File: config.mk
export PLATFORM = sky130hd
export DESIGN_NAME = text_line_word_column_counter_top
export DESIGN_NICKNAME = d
export VERILOG_FILES = /design/src/rtl/core/tlwc_pkg.sv /design/src/rtl/core/tlwc_count.sv /design/src/rtl/core/text_line_word_column_counter_top.sv
export SDC_FILE = /design/constraint.sdc
export NUM_CORES = 2
export LEC_CHECK = 0
export ABC_AREA = 1
export ABC_CLOCK_PERIOD_IN_PS = 18750
export BUFFER_PORTS_ARGS = -buffer_cell sky130_fd_sc_hd__clkbuf_2
export CAP_MARGIN = 20
export CORE_MARGIN = 2
export CORE_UTILIZATION = 45
export DETAILED_ROUTE_END_ITERATION = 8
export SYNTH_ARGS = -nofsm -noshare
export SYNTH_HDL_FRONTEND = slang
export SYNTH_SLANG_ARGS = --single-unit
File: constraint.sdc
create_clock -name i_clk -period 18.75 [get_ports i_clk]
set_input_delay 0.9375 -clock i_clk [delete_from_list [all_inputs] [get_ports i_clk]]
set_output_delay 0.9375 -clock i_clk [all_outputs]
set_load 0.02 [all_outputs]
File: src/rtl/core/tlwc_pkg.sv
// Shared types and constants for the text line, word and column counter.
// Depends on nothing; used by tlwc_count and text_line_word_column_counter_top.
package tlwc_pkg;

    // Default parameter values
    localparam int COUNT_BITS_DEF = 48;
    localparam int TAB_BITS_DEF   = 8;

    // Fixed field widths
    localparam int OUT_BITS   = 48;
    localparam int TALLY_BITS = 16;
    localparam int CFG_IDX_W  = 1;
    localparam int CFG_DATA_W = 8;

    // Character codes
    localparam logic [7:0] CHAR_NL  = 8'h0A;
    localparam logic [7:0] CHAR_TAB = 8'h09;
    localparam logic [7:0] CHAR_SP  = 8'h20;

    // Request action codes
    localparam logic ACT_DATA = 1'b0;
    localparam logic ACT_EOF  = 1'b1;

    // Configuration register indexes
    localparam logic [CFG_IDX_W-1:0] REG_TAB_SIZE    = 1'b0;
    localparam logic [CFG_IDX_W-1:0] REG_COLUMN_MODE = 1'b1;

    // Configuration reset values
    localparam logic [7:0] TAB_SIZE_RST    = 8'd1;
    localparam logic       COLUMN_MODE_RST = 1'b1;

    typedef struct packed {
        logic       action;
        logic [7:0] data_byte;
    } t_req;

    typedef struct packed {
        logic [OUT_BITS-1:0]   line_count;
        logic [OUT_BITS-1:0]   word_count;
        logic [OUT_BITS-1:0]   char_count;
        logic [OUT_BITS-1:0]   longest_line;
        logic [OUT_BITS-1:0]   total_lines;
        logic [OUT_BITS-1:0]   total_words;
        logic [OUT_BITS-1:0]   total_chars;
        logic [OUT_BITS-1:0]   total_longest;
        logic [TALLY_BITS-1:0] files_done;
    } t_res;

    typedef struct packed {
        logic [7:0] tab_size;
        logic       column_mode;
    } t_cfg;

endpackage

File: src/rtl/core/tlwc_count.sv
// Counter state and per-request update for the text line, word and column counter.
// Depends on tlwc_pkg (t_req, t_res, t_cfg, character and action codes).
module tlwc_count #(
    parameter int COUNT_BITS = tlwc_pkg::COUNT_BITS_DEF,
    parameter int TAB_BITS   = tlwc_pkg::TAB_BITS_DEF
) (
    input  logic          i_clk,
    input  logic          i_rst_n,
    input  logic          i_step,
    input  tlwc_pkg::t_req i_req,
    input  tlwc_pkg::t_cfg i_cfg,
    output tlwc_pkg::t_res o_res
);

    localparam int CW = COUNT_BITS;
    localparam int TW = TAB_BITS;
    localparam int OW = tlwc_pkg::OUT_BITS;
    localparam int FW = tlwc_pkg::TALLY_BITS;

    logic [CW-1:0] r_column,  n_column;
    logic [TW-1:0] r_phase,   n_phase;
    logic          r_in_word, n_in_word;
    logic [CW-1:0] r_lines,   n_lines;
    logic [CW-1:0] r_words,   n_words;
    logic [CW-1:0] r_chars,   n_chars;
    logic [CW-1:0] r_longest, n_longest;
    logic [CW-1:0] r_sum_lines,   n_sum_lines;
    logic [CW-1:0] r_sum_words,   n_sum_words;
    logic [CW-1:0] r_sum_chars,   n_sum_chars;
    logic [CW-1:0] r_sum_longest, n_sum_longest;
    logic [FW-1:0] r_tally,   n_tally;

    logic [TW-1:0] w_tab_raw;
    logic [TW-1:0] w_tab;
    logic [TW-1:0] w_adv;
    logic [TW:0]   w_phase_inc;
    logic [TW-1:0] w_phase_next;
    logic          w_nl;
    logic          w_tab_char;
    logic          w_white;
    logic [CW-1:0] w_eof_chars;
    logic [CW-1:0] w_eof_longest;

    function automatic logic [CW-1:0] sat_add(input logic [CW-1:0] a, input logic [CW-1:0] b);
        logic [CW:0] s;
        s = {1'b0, a} + {1'b0, b};
        return s[CW] ? {CW{1'b1}} : s[CW-1:0];
    endfunction

    // a + b + 1, clamped; fits in CW+1 bits since both operands are at most all ones
    function automatic logic [CW-1:0] sat_add_inc(input logic [CW-1:0] a,
                                                  input logic [CW-1:0] b);
        logic [CW:0] s;
        s = {1'b0, a} + {1'b0, b} + {{CW{1'b0}}, 1'b1};
        return s[CW] ? {CW{1'b1}} : s[CW-1:0];
    endfunction

    // Tab size masked to the phase width; zero acts as one
    assign w_tab_raw = TW'(i_cfg.tab_size);
    assign w_tab     = (w_tab_raw == '0) ? TW'(1) : w_tab_raw;

    assign w_adv        = (r_phase < w_tab) ? (w_tab - r_phase) : w_tab;
    assign w_phase_inc  = {1'b0, r_phase} + (TW+1)'(1);
    assign w_phase_next = (r_phase >= w_tab || w_phase_inc >= {1'b0, w_tab})
                          ? '0 : w_phase_inc[TW-1:0];

    assign w_nl       = (i_req.data_byte == tlwc_pkg::CHAR_NL);
    assign w_tab_char = (i_req.data_byte == tlwc_pkg::CHAR_TAB);
    assign w_white    = w_nl || w_tab_char || (i_req.data_byte == tlwc_pkg::CHAR_SP);

    assign w_eof_chars   = sat_add(r_chars, r_column);
    assign w_eof_longest = (r_column > r_longest) ? r_column : r_longest;

    always_comb begin
        n_column      = r_column;
        n_phase       = r_phase;
        n_in_word     = r_in_word;
        n_lines       = r_lines;
        n_words       = r_words;
        n_chars       = r_chars;
        n_longest     = r_longest;
        n_sum_lines   = r_sum_lines;
        n_sum_words   = r_sum_words;
        n_sum_chars   = r_sum_chars;
        n_sum_longest = r_sum_longest;
        n_tally       = r_tally;

        if (i_step) begin
            if (i_req.action == tlwc_pkg::ACT_DATA) begin
                if (i_cfg.column_mode) begin
                    if (w_nl) begin
                        n_longest = w_eof_longest;
                        n_chars   = sat_add_inc(r_chars, r_column);
                        n_lines   = sat_add(r_lines, CW'(1));
                        n_column  = '0;
                        n_phase   = '0;
                    end else if (w_tab_char) begin
                        n_column = sat_add(r_column, CW'(w_adv));
                        n_phase  = '0;
                    end else begin
                        n_column = sat_add(r_column, CW'(1));
                        n_phase  = w_phase_next;
                    end
                    if (w_white) begin
                        if (r_in_word) begin
                            n_words = sat_add(r_words, CW'(1));
                        end
                        n_in_word = 1'b0;
                    end else begin
                        n_in_word = 1'b1;
                    end
                end else begin
                    if (w_nl) begin
                        n_lines = sat_add(r_lines, CW'(1));
                    end
                    n_chars = sat_add(r_chars, CW'(1));
                end
            end else begin
                n_sum_lines   = sat_add(r_sum_lines, r_lines);
                n_sum_words   = sat_add(r_sum_words, r_words);
                n_sum_chars   = sat_add(r_sum_chars, w_eof_chars);
                n_sum_longest = (w_eof_longest > r_sum_longest) ? w_eof_longest
                                                                : r_sum_longest;
                n_tally       = (r_tally == {FW{1'b1}}) ? r_tally : r_tally + FW'(1);
                // Clear per-file state; an open word is dropped
                n_column  = '0;
                n_phase   = '0;
                n_in_word = 1'b0;
                n_lines   = '0;
                n_words   = '0;
                n_chars   = '0;
                n_longest = '0;
            end
        end
    end

    // Result of an end-of-file request, valid in the cycle it steps
    always_comb begin
        o_res.line_count    = OW'(r_lines);
        o_res.word_count    = OW'(r_words);
        o_res.char_count    = OW'(w_eof_chars);
        o_res.longest_line  = OW'(w_eof_longest);
        o_res.total_lines   = OW'(n_sum_lines);
        o_res.total_words   = OW'(n_sum_words);
        o_res.total_chars   = OW'(n_sum_chars);
        o_res.total_longest = OW'(n_sum_longest);
        o_res.files_done    = n_tally;
    end

    always_ff @(posedge i_clk) begin
        if (!i_rst_n) begin
            r_column      <= '0;
            r_phase       <= '0;
            r_in_word     <= 1'b0;
            r_lines       <= '0;
            r_words       <= '0;
            r_chars       <= '0;
            r_longest     <= '0;
            r_sum_lines   <= '0;
            r_sum_words   <= '0;
            r_sum_chars   <= '0;
            r_sum_longest <= '0;
            r_tally       <= '0;
        end else begin
            r_column      <= n_column;
            r_phase       <= n_phase;
            r_in_word     <= n_in_word;
            r_lines       <= n_lines;
            r_words       <= n_words;
            r_chars       <= n_chars;
            r_longest     <= n_longest;
            r_sum_lines   <= n_sum_lines;
            r_sum_words   <= n_sum_words;
            r_sum_chars   <= n_sum_chars;
            r_sum_longest <= n_sum_longest;
            r_tally       <= n_tally;
        end
    end

endmodule

File: src/rtl/core/text_line_word_column_counter_top.sv
// Top level of the text line, word and column counter.
// Depends on tlwc_pkg and tlwc_count.
//
// Usage:
//   Input channel (i_in_valid / o_in_ready / i_in_req) carries one request per
//   accepted cycle: a text byte (action data) or an end-of-file marker.
//   Output channel (o_out_valid / i_out_ready / o_out_res) carries one result
//   per end-of-file request: per-file line, word, column and longest-line
//   counts, running totals and the number of files finished.
//   Configuration: i_cfg_we writes i_cfg_data into register i_cfg_idx
//   (tab size, column mode) at the clock edge; write only while idle.
// Timing:
//   One request per cycle, but for the end-of-file wait below. A request is held in the input
//   register while the counter update runs in one pass; an end-of-file result
//   is captured in the result register when its request steps.
//   The result register holds a finished result while the input side keeps
//   taking data bytes; only an end-of-file request meeting a stalled, full
//   result register waits, and then the input side holds as well.
// Reset:
//   Synchronous, active low. Clears all counters and totals, empties both
//   registers, and loads tab size 1 and full column mode.
module text_line_word_column_counter_top #(
    parameter int COUNT_BITS = tlwc_pkg::COUNT_BITS_DEF,
    parameter int TAB_BITS   = tlwc_pkg::TAB_BITS_DEF
) (
    input  logic                               i_clk,
    input  logic                               i_rst_n,
    // request channel
    input  logic                               i_in_valid,
    output logic                               o_in_ready,
    input  tlwc_pkg::t_req                     i_in_req,
    // result channel
    output logic                               o_out_valid,
    input  logic                               i_out_ready,
    output tlwc_pkg::t_res                     o_out_res,
    // configuration write port
    input  logic                               i_cfg_we,
    input  logic [tlwc_pkg::CFG_IDX_W-1:0]     i_cfg_idx,
    input  logic [tlwc_pkg::CFG_DATA_W-1:0]    i_cfg_data
);

    logic           r_in_valid;
    tlwc_pkg::t_req r_in;
    logic           r_out_valid;
    tlwc_pkg::t_res r_out;
    tlwc_pkg::t_cfg r_cfg;

    tlwc_pkg::t_res w_res;
    logic           w_out_free;
    logic           w_step;
    logic           w_eof_step;

    // The result register can take a new result if empty or being drained
    assign w_out_free = !r_out_valid || i_out_ready;
    // Data bytes always advance; an end-of-file needs room for its result
    assign w_step     = r_in_valid && (r_in.action == tlwc_pkg::ACT_DATA || w_out_free);
    assign w_eof_step = w_step && (r_in.action == tlwc_pkg::ACT_EOF);
    assign o_in_ready = !r_in_valid || w_step;

    assign o_out_valid = r_out_valid;
    assign o_out_res   = r_out;

    // Configuration registers
    always_ff @(posedge i_clk) begin
        if (!i_rst_n) begin
            r_cfg.tab_size    <= tlwc_pkg::TAB_SIZE_RST;
            r_cfg.column_mode <= tlwc_pkg::COLUMN_MODE_RST;
        end else if (i_cfg_we) begin
            unique case (i_cfg_idx)
                tlwc_pkg::REG_TAB_SIZE:    r_cfg.tab_size    <= i_cfg_data;
                tlwc_pkg::REG_COLUMN_MODE: r_cfg.column_mode <= i_cfg_data[0];
                default: ;
            endcase
        end
    end

    // Input register: load whenever the held request moves on or none is held
    always_ff @(posedge i_clk) begin
        if (!i_rst_n) begin
            r_in_valid <= 1'b0;
        end else if (o_in_ready) begin
            r_in_valid <= i_in_valid;
        end
    end

    always_ff @(posedge i_clk) begin
        if (i_in_valid && o_in_ready) begin
            r_in <= i_in_req;
        end
    end

    tlwc_count #(
        .COUNT_BITS (COUNT_BITS),
        .TAB_BITS   (TAB_BITS)
    ) u_count (
        .i_clk   (i_clk),
        .i_rst_n (i_rst_n),
        .i_step  (w_step),
        .i_req   (r_in),
        .i_cfg   (r_cfg),
        .o_res   (w_res)
    );

    // Result register: capture on end of file, drop once taken
    always_ff @(posedge i_clk) begin
        if (!i_rst_n) begin
            r_out_valid <= 1'b0;
        end else if (w_eof_step) begin
            r_out_valid <= 1'b1;
        end else if (i_out_ready) begin
            r_out_valid <= 1'b0;
        end
    end

    always_ff @(posedge i_clk) begin
        if (w_eof_step) begin
            r_out <= w_res;
        end
    end

    // A new result appears only after an end-of-file request stepped
    a_out_from_eof: assert property (@(posedge i_clk) disable iff (!i_rst_n)
        $rose(r_out_valid) |-> $past(w_eof_step))
        else $error("result appeared without an end-of-file request");

    // Input side only stalls behind a pending end of file and a stalled result
    a_stall_cause: assert property (@(posedge i_clk) disable iff (!i_rst_n)
        !o_in_ready |-> (r_in_valid && r_in.action == tlwc_pkg::ACT_EOF
                         && r_out_valid && !i_out_ready))
        else $error("input stalled without cause");

    // Every result counts at least one finished file
    a_files_done: assert property (@(posedge i_clk) disable iff (!i_rst_n)
        w_eof_step |=> (r_out_valid && r_out.files_done != '0))
        else $error("result missing or file count zero");

endmodule
==> results.yml <==
sta:
  slew_viol_final: 0
  finalSetupViolations: 0
  relSlewSlack_pct: 26.3
  fin_skew_ns: 0.0617
  finalSetupTns_ns: 0
  hold_viol_final: 0
  rsz0062_at_grt: "false"
  fin_crit_sh_pct: 38.6
  min_period_ns: 7.23
  fmax_mhz: 138
  worst_pin_slew_ns: 1.11
setup_path:
  path_class: "flop to flop"
  arrival_ns: 7.89
  startpoint_type: "flop"
  cpMaxStageDelayCell: "o21ai_0"
  worstPathMaxFanout: 16
  worstSetupEndpointType: "flop"
  reg2reg_depth: 30
  worstPathRequired_ns: 19.41
  critPathMaxStageDelay_ns: 0.72
cts:
  cts_sinks: 877
  clock_latency_ns: 0.76
  cts_buffer_depth: 3
  cts_made_buffers: 97
  cts-resized-gates: 0
  holdBufCountCts: 0
  post_cts_buffers: 0
  htreeDepth: 3
  cts_root_buf: "clkbuf_16"
  clk_pin_slew_ns: 0.07
  cts_tree: "built"
synthesis:
  syn_area_um2: 55700
  synth_flop_cell: "dfxtp_1"
  yosys.area.top_type: "edfxtp_1"
  synthTopCellsByCount: "1890 x nand2_1, 1125 x inv_1, 723 x nor2_1"
  yosysSeqAreaShare_pct: 38.9
  syn_nets: 8003
  syn_inst: 7655
  yosysUniqueCellTypes: 63
  synth_area_leaders: "edfxtp_1 22%, dfxtp_1 17%, nand2_1 13%, inv_1 7.6%, ha_1 7.2%"
  async_flop_share_pct: 0
  syn_area_per_cell_um2: 7.28
  synth-seq-cells: 877
  synth_top_area_share_pct: 22.0
  synth_edf_count: 409
  yosys_warnings: 0
  yosysMostFrequentCell: "nand2_1"
power_and_ir_drop:
  power_density_nw_per_um2: 72.6
  power.leakage_uw: 0.0284
  ir_drop_mv: 0.0637
worst_hold_path:
  min_path_type: "input port to flop"
  hold_depth: 1
placement:
  io_buffers: 424
  dp_hpwl_mm: 147
  placed_area_um2: 59600
  gp_congestion: 1.00
layout:
  syn2layout_area_growth_pct: 13.3
  utilization_pct: 51.2
  stdcell_area_um2: 63100
  drive_gt1_share_pct: 10.4
  nets: 8387
floorplanning:
  initial_core_util_pct: 45.2
  dieArea_um2: 127000
  die_w_um: 356
  die_y_um: 356
  ios: 425
  core-area_um2: 123000
  rows: 129
routing:
  firstDrtPassIters: 6
  drtIter0Drc: 4613
  vias: 52300
  viasPerCell: 5.36
  postRouteAntennaNets: 0
  wirelength_mm: 190
  route.detailed.drc: 0
  routedWlPerCell_um: 19.5
job:
  max_cap_viol_count: 0
grt:
  antenna_found_initial: 9
  grt_pass1_wl_mm: 288
  grt.total_usage_pct: 29.3
  grt_pass1_vias: 48600
  grt_start_max_net_pins: 130
  grt_overflow: 0
status:
  status: "complete, no violations"
==> layout by cell type (no fill, tap or decap), types with 31 or more instances in the layout <==
cell type and instances:
a211oi_1 31, a21o_1 35, a21oi_1 633, a22oi_1 45, a31oi_1 40, and2_1 52
buf_4 60, clkbuf_16 103, clkbuf_2 423, dfxtp_1 468, edfxtp_1 409, ha_1 319
inv_1 1124, nand2_1 1888, nand2_2 34, nand3_1 269, nand4_1 116, nor2_1 721
nor3_1 157, nor4_1 62, o21ai_0 426, xnor2_1 93, xor2_1 203
==> final cells by class <==
cell class	instances	area [um^2]
antenna	1	2.50
clock inverter	64	811
sequential	877	21700
inverter	1162	4380
timing repair buffer	485	2610
multi-input combinational	5416	28900
fill	12400	60200
clock buffer	120	2680
tap	1637	2050
==> critical path, delay by kind of cell (launching register included) <==
family,cells,cell delay (ns)
adders and majority gates,4,1.28
and+or+nand+nor,12,2.35
DFF,1,0.32
buffers and inverters,4,0.78
AOI/OAI and AO/OA,10,2.39
==> per-stage QoR <==
stage                     total power [uW]  instances  hold WS, ns  worst slack [ns]
after floorplan                       2400       7655        0.430              4.41
after global placement                2520       9576        0.455             11.88
after detailed placement              2530       9577        0.459             11.68
after CTS                             4620       9761        0.343             11.65
after global routing                  4740       9761        0.380             11.01
final                                 4580       9762        0.386             11.52
==> registers in the layout, summed over array words and instances, names as in the netlist <==
register	cells
u_count.r_longest	48
u_count.r_in_word	1
u_count.r_words	48
u_count.r_lines	48
u_count.r_sum_chars	48
r_in_valid	1
u_count.r_sum_lines	48
u_count.r_phase	8
u_count.r_chars	48
u_count.r_column	48
o_out_valid	1
u_count.r_tally	16
r_cfg	9
u_count.r_sum_words	48
u_count.r_sum_longest	48
o_out_res	400
r_in	9
==> layer usage <==
metal | track usage, % | wire length [um]
met3 | 4.30 | 12700
met4 | 10.5 | 6510
met1 | 41.5 | 88200
met5 | 0 | 101
met2 | 45.3 | 82700
==> power by group <==
part | internal (uW) | switching (uW) | total (uW)
logic | 114 | 287 | 401
registers | 2060 | 26.2 | 2090
clock network | 1220 | 870 | 2090
total | 3400 | 1180 | 4580
==> final timing paths <==
kind | from | endpoint | slack, ns
max | r_cfg[2]$_SDFFE_PN0P_ | u_count.r_column[17]$_SDFFE_PN0P_ | 11.52
min reg2reg | u_count.r_phase[6]$_SDFFE_PN0P_ | u_count.r_phase[6]$_SDFFE_PN0P_ | 0.47
max reg2reg | r_cfg[2]$_SDFFE_PN0P_ | u_count.r_column[17]$_SDFFE_PN0P_ | 11.52
min | i_in_req[0] | r_in[0]$_DFFE_PP_ | 0.39
==> cell families after synthesis <==
family	Yosys count	synth area share (%)
XOR/XNOR	296	4.65
flip-flops	877	38.9
buffers and inverters	1362	9.28
AND/OR/NAND/NOR	3423	26.0
adder cells (fa/ha/maj)	325	7.38
AO/OA/AOI/OAI	1372	13.8
(Power assumes the default switching activity.)
